File: src/sv/bba_pkg.sv
// Shared types, codes and helpers of the buddy block allocator.
// No dependencies; the top level, sequencer, datapath and checker import it.
`timescale 1ns / 1ps

package bba_pkg;

	typedef struct packed {
		logic [1:0]  func;
		logic [9:0]  size_units;
		logic [19:0] unit_index;
		logic [3:0]  seed_order;
		logic [15:0] owner_in;
	} req_t;

	typedef struct packed {
		logic [1:0]  status;
		logic [19:0] unit_out;
		logic [15:0] owner_out;
		logic [10:0] free_units;
	} rsp_t;

	localparam logic [1:0] FN_ALLOC = 2'd0;
	localparam logic [1:0] FN_FREE  = 2'd1;
	localparam logic [1:0] FN_QUERY = 2'd2;
	localparam logic [1:0] FN_SEED  = 2'd3;

	localparam logic [1:0] ST_DONE    = 2'd0;
	localparam logic [1:0] ST_NOFIT   = 2'd1;
	localparam logic [1:0] ST_IGNORED = 2'd2;

	localparam logic REG_TOP_ORDER = 1'b0;
	localparam logic REG_BASE      = 1'b1;

	localparam int ORD_W = 5;
	localparam int SUM_W = 18;
	localparam logic [10:0] CNT_MAX = 11'h7ff;

	// Sequencer steps; the controller state and the datapath command share them.
	localparam int OP_W = 5;
	localparam logic [OP_W-1:0] OP_CLR   = 5'd0;
	localparam logic [OP_W-1:0] OP_IDLE  = 5'd1;
	localparam logic [OP_W-1:0] OP_RD_R  = 5'd2;
	localparam logic [OP_W-1:0] OP_CHK   = 5'd3;
	localparam logic [OP_W-1:0] OP_MERGE = 5'd4;
	localparam logic [OP_W-1:0] OP_BUD   = 5'd5;
	localparam logic [OP_W-1:0] OP_UL1   = 5'd6;
	localparam logic [OP_W-1:0] OP_UL2   = 5'd7;
	localparam logic [OP_W-1:0] OP_UL3   = 5'd8;
	localparam logic [OP_W-1:0] OP_UL4   = 5'd9;
	localparam logic [OP_W-1:0] OP_JOIN  = 5'd10;
	localparam logic [OP_W-1:0] OP_PUSH  = 5'd11;
	localparam logic [OP_W-1:0] OP_PH1   = 5'd12;
	localparam logic [OP_W-1:0] OP_PH2   = 5'd13;
	localparam logic [OP_W-1:0] OP_SRCH  = 5'd14;
	localparam logic [OP_W-1:0] OP_TAKE  = 5'd15;
	localparam logic [OP_W-1:0] OP_AFIX1 = 5'd16;
	localparam logic [OP_W-1:0] OP_AFIX2 = 5'd17;
	localparam logic [OP_W-1:0] OP_SPL   = 5'd18;
	localparam logic [OP_W-1:0] OP_SPW   = 5'd19;
	localparam logic [OP_W-1:0] OP_FIN   = 5'd20;

	typedef struct packed {
		logic [OP_W-1:0] op;
		logic            take;
		logic            load;
	} cmd_t;

	typedef struct packed {
		logic clr_last;
		logic is_alloc;
		logic is_query;
		logic bad;
		logic blk_free;
		logic merge_stop;
		logic bud_match;
		logic pv_nz;
		logic nx_nz;
		logic hd_nz;
		logic rd_nxt_nz;
		logic nofit;
		logic split_more;
		logic p_ok;
	} flg_t;

	// Smallest order whose block holds the request; a size of zero counts as one.
	function automatic logic [ORD_W-1:0] size_order(input logic [9:0] s);
		logic [10:0]      sz;
		logic [ORD_W-1:0] k;
		sz = (s == 10'd0) ? 11'd1 : {1'b0, s};
		k = 5'd10;
		for (int i = 10; i >= 0; i--) begin
			if ((11'd1 << i) >= sz) k = ORD_W'(i);
		end
		return k;
	endfunction

endpackage

File: src/sv/bba_ctrl.sv
// Sequencer of the buddy allocator: steps through each request and drives the datapath.
// Depends on bba_pkg.
`timescale 1ns / 1ps

module bba_ctrl (
	input  logic          clk,
	input  logic          arst_n,
	input  logic          req_valid,
	output logic          req_ready,
	output logic          rsp_valid,
	input  logic          rsp_ready,
	input  bba_pkg::flg_t flg,
	output bba_pkg::cmd_t cmd
);
	import bba_pkg::*;

	logic [OP_W-1:0] state_q, state_d;
	logic            rsp_valid_q;
	logic            can_load;

	assign can_load  = !rsp_valid_q || rsp_ready;
	assign req_ready = (state_q == OP_IDLE);
	assign rsp_valid = rsp_valid_q;
	assign cmd.op    = state_q;
	assign cmd.take  = req_ready && req_valid;
	assign cmd.load  = (state_q == OP_FIN) && can_load;

	always_comb begin
		state_d = state_q;
		case (state_q)
			OP_CLR:   if (flg.clr_last) state_d = OP_IDLE;
			OP_IDLE:  if (cmd.take) state_d = flg.is_alloc ? OP_SRCH : OP_RD_R;
			OP_RD_R:  state_d = flg.bad ? OP_FIN : OP_CHK;
			OP_CHK:   state_d = (flg.is_query || flg.blk_free) ? OP_FIN : OP_MERGE;
			OP_MERGE: state_d = flg.merge_stop ? OP_PUSH : OP_BUD;
			OP_BUD:   state_d = flg.bud_match ? OP_UL1 : OP_PUSH;
			OP_UL1:   state_d = flg.pv_nz ? OP_UL2 : OP_UL3;
			OP_UL2:   state_d = OP_UL3;
			OP_UL3:   state_d = flg.nx_nz ? OP_UL4 : OP_JOIN;
			OP_UL4:   state_d = OP_JOIN;
			OP_JOIN:  state_d = OP_MERGE;
			OP_PUSH:  state_d = flg.hd_nz ? OP_PH1 : OP_FIN;
			OP_PH1:   state_d = OP_PH2;
			OP_PH2:   state_d = flg.is_alloc ? OP_SPL : OP_FIN;
			OP_SRCH: begin
				if (flg.nofit) state_d = OP_FIN;
				else if (flg.hd_nz) state_d = OP_TAKE;
			end
			OP_TAKE:  state_d = flg.rd_nxt_nz ? OP_AFIX1 : OP_SPL;
			OP_AFIX1: state_d = OP_AFIX2;
			OP_AFIX2: state_d = OP_SPL;
			OP_SPL: begin
				if (!flg.split_more) state_d = OP_FIN;
				else if (flg.p_ok) state_d = OP_SPW;
			end
			OP_SPW:   state_d = flg.hd_nz ? OP_PH1 : OP_SPL;
			OP_FIN:   if (can_load) state_d = OP_IDLE;
			default:  state_d = OP_IDLE;
		endcase
	end

	always_ff @(posedge clk or negedge arst_n) begin
		if (!arst_n) begin
			state_q     <= OP_CLR;
			rsp_valid_q <= 1'b0;
		end else begin
			state_q <= state_d;
			if (cmd.load) rsp_valid_q <= 1'b1;
			else if (rsp_ready) rsp_valid_q <= 1'b0;
		end
	end

endmodule

File: config.mk
export PLATFORM = sky130hd
export DESIGN_NAME = bba_ctrl
export DESIGN_NICKNAME = d
export VERILOG_FILES = /design/src/sv/bba_pkg.sv /design/src/sv/bba_ctrl.sv
export SDC_FILE = /design/constraint.sdc
export NUM_CORES = 1
export LEC_CHECK = 0
export CAP_MARGIN = 10
export CORE_AREA = 2 2 39 41
export DETAILED_ROUTE_END_ITERATION = 6
export DIE_AREA = 0 0 41 43
export DONT_BUFFER_PORTS = 1
export PLACE_DENSITY = 0.81
export SYNTH_ARGS = -nofsm -noshare
export SYNTH_HDL_FRONTEND = slang
export SYNTH_SLANG_ARGS = --single-unit
File: constraint.sdc
create_clock -name clk -period 2.6 [get_ports clk]
set_clock_uncertainty 0.05 [all_clocks]
set_input_delay 0 -clock clk [delete_from_list [all_inputs] [get_ports clk]]
set_output_delay 0 -clock clk [all_outputs]
set_load 0.1 [all_outputs]
==> reports/qor.yml <==
final.period_utilization_pct: 85.5
hold_viol_final: 0
cp_cell_sequence: "nand3b_1, or4_4, dlygate4sd3_1, o31ai_1"
synth.most_common_cell: "nor2_1"
ir_drop_uv: 866
synth_async_sr_flop_share_pct: 100
crit_slowest_cell: "dfrtp_1"
setup_tns_ns: 0
routed_wirelength_mm: 2.22
cts.sinks: 6
synth_edf_count: 0
grt.met3_usage_pct: 2.62
cpPeakStageDelay_ns: 0.57
leakage_uw: 0.000377
coreArea_um2: 1380
antenna_cells: 0
slew_violations: 0
netlist_instances: 104
detail_route.drc_violations: 0
start_util_pct: 53.5
viasPerCell: 6.67
ctsResizeCount: 0
ff2ff_path_depth: 4
grt_pass1_wl_mm: 3.38
grt_use_met2_pct: 47.5
hpwl_mm: 1.72
drtPass1Iterations: 4
p_per_area_nw_per_um2: 1510
dieArea_um2: 1760
worst_pin_slew_ns: 0.530
htreeDepth: 1
use_met1_pct: 32.3
cp-end-kind: "flop"
grt_start_max_net_pins: 19
drt_iter0_drc: 34
overflow: 0
dieHeight_um: 43
post-cts-setup-buffers: 0
synth_area_um2: 741
num_io_pins: 27
hold_buffers: 6
worst_ep_arrival_time_ns: 2.33
fin_crit_ns: 2.22
ys_warn_count: 0
final_cells: 133
clkTransAtPathRegs_ns: 0.05
start_kind: "flop"
synthFlopType: "dfrtp_1"
required_ns: 2.70
antenna_left: 0
slew_headroom_pct: 64.7
drv_cap: 0
synthTopCellsByArea: "dfrtp_1 (20%), o21ai_0 (6.1%), nor2_1 (5.1%)"
final-setup-viol-count: 0
clk_latency_ns: 0.25
status: "finished, final reports clean"
yosysTopAreaCell: "dfrtp_1"
ys_ff_latch: 6
first_global_vias: 820
worstSetupPathType: "flop to flop"
place_inst: 124
cts_buffer_depth: 2
cts_tree: "done"
grt_setup_unrepaired: "false"
track_usage_pct: 28.2
fmax_ghz: 0.450
cts_root_buf: "clkbuf_4"
wl_per_cell_um: 16.7
vias: 887
syn_avg_cell_area_um2: 7.12
holdWs_ns: 0.00841
synth-seq-area-share_pct: 20.3
nets: 137
area_delta_synth_final_pct: 23.6
synthesis.nets: 122
routabilityCongestion: 0.956
antenna_found_initial: 0
rows: 14
die_w_um: 41
synth_cell_types: 37
synth.cells.most_frequent: "nor2_1 (10), o21ai_0 (9), nand2_1 (7)"
portBuffers: 0
drive_above_1_share_pct: 15.4
numCtsBuffers: 3
top_usage_layer: "met2"
min_path_type: "input pin to async pin"
yosys.area.top_type_share_pct: 20.3
cp_max_fo: 18
-- flip-flops by register name, indices dropped and copies added, names as in the netlist --
name / cells
state_q: 5
rsp_valid: 1
-- area by class of cell --
| cell class | count | area [um^2] |
|---|---|---|
| clock buffer | 3 | 22.5 |
| multi-input combinational | 86 | 546 |
| inverter | 4 | 15.0 |
| sequential | 6 | 150 |
| tap | 16 | 20.0 |
| fill | 118 | 468 |
| timing repair buffer | 18 | 163 |
-- critical path, delay by kind of cell (launching register included) --
kind | cells | cell delay [ns]
and+or+nand+nor | 2 | 0.87
DFF | 1 | 0.57
buffers and inverters | 1 | 0.57
AOI/OAI and AO/OA | 1 | 0.07
-- through the flow --
stage | cell area, um^2 | power (uW) | utilization, % | setup WS (ns)
finish | 916 | 1380 | 66.2 | 0.377
CTS | 916 | 1370 | 66.2 | 0.384
global placement | 833 | 1260 | 60.2 | 0.677
floorplan | 744 | 1060 | - | 0.0122
global route | 916 | 1460 | 66.2 | 0.298
detailed placement | 833 | 1270 | 60.2 | 0.608
-- layer usage --
| metal | part of all wire (%) | wire, um |
|---|---|---|
| met4 | 1.8 | 40 |
| met5 | 0 | 0 |
| met3 | 9.8 | 218 |
| met1 | 37 | 818 |
| met2 | 51 | 1140 |
-- worst paths after layout --
check                           startpoint          to  slack [ns]
worst max-delay path            state_q[4]  state_q[3]        0.38
worst min-delay path                arst_n  state_q[1]       0.008
worst max register to register  state_q[4]  state_q[3]        0.38
worst min register to register  state_q[2]  state_q[2]        0.63
max in group asynchronous           arst_n  state_q[2]        2.28
min in group clk                    flg[2]  state_q[4]        0.05
-- cells in the final DEF (no fill, tap or decap), types with 2 or more instances in the layout --
master	instances
nor2b_1	6
nor3b_1	2
inv_1	4
o211ai_1	4
nor2_1	10
nand2b_1	2
a311oi_1	3
and3_1	4
buf_4	11
and4b_1	2
a22oi_1	2
a21oi_1	2
o21ai_0	9
dlygate4sd3_1	6
nand3_1	4
clkbuf_4	3
dfrtp_1	6
nand2_1	7
nand4_1	2
a31oi_1	3
nor3_1	6
-- report_power, final --
group | leakage, uW | total (uW) | switching [uW] | internal (uW)
Sequential | 0.0000772 | 231 | 97.2 | 134
Clock | 0.0000138 | 88.3 | 35.9 | 52.4
Combinational | 0.000286 | 1060 | 746 | 317
-- cell families (layout without fill, tap and decap cells) --
| group | after synthesis | in the layout | synth area share, % |
|---|---|---|---|
| and+or+nand+nor | 51 | 51 | 38.3 |
| AOI/OAI and AO/OA | 34 | 34 | 33.4 |
| buffers and inverters | 12 | 25 | 6.59 |
| DFF | 6 | 6 | 20.3 |
| muxes | 1 | 1 | 1.35 |
(Power assumes the default switching activity.)
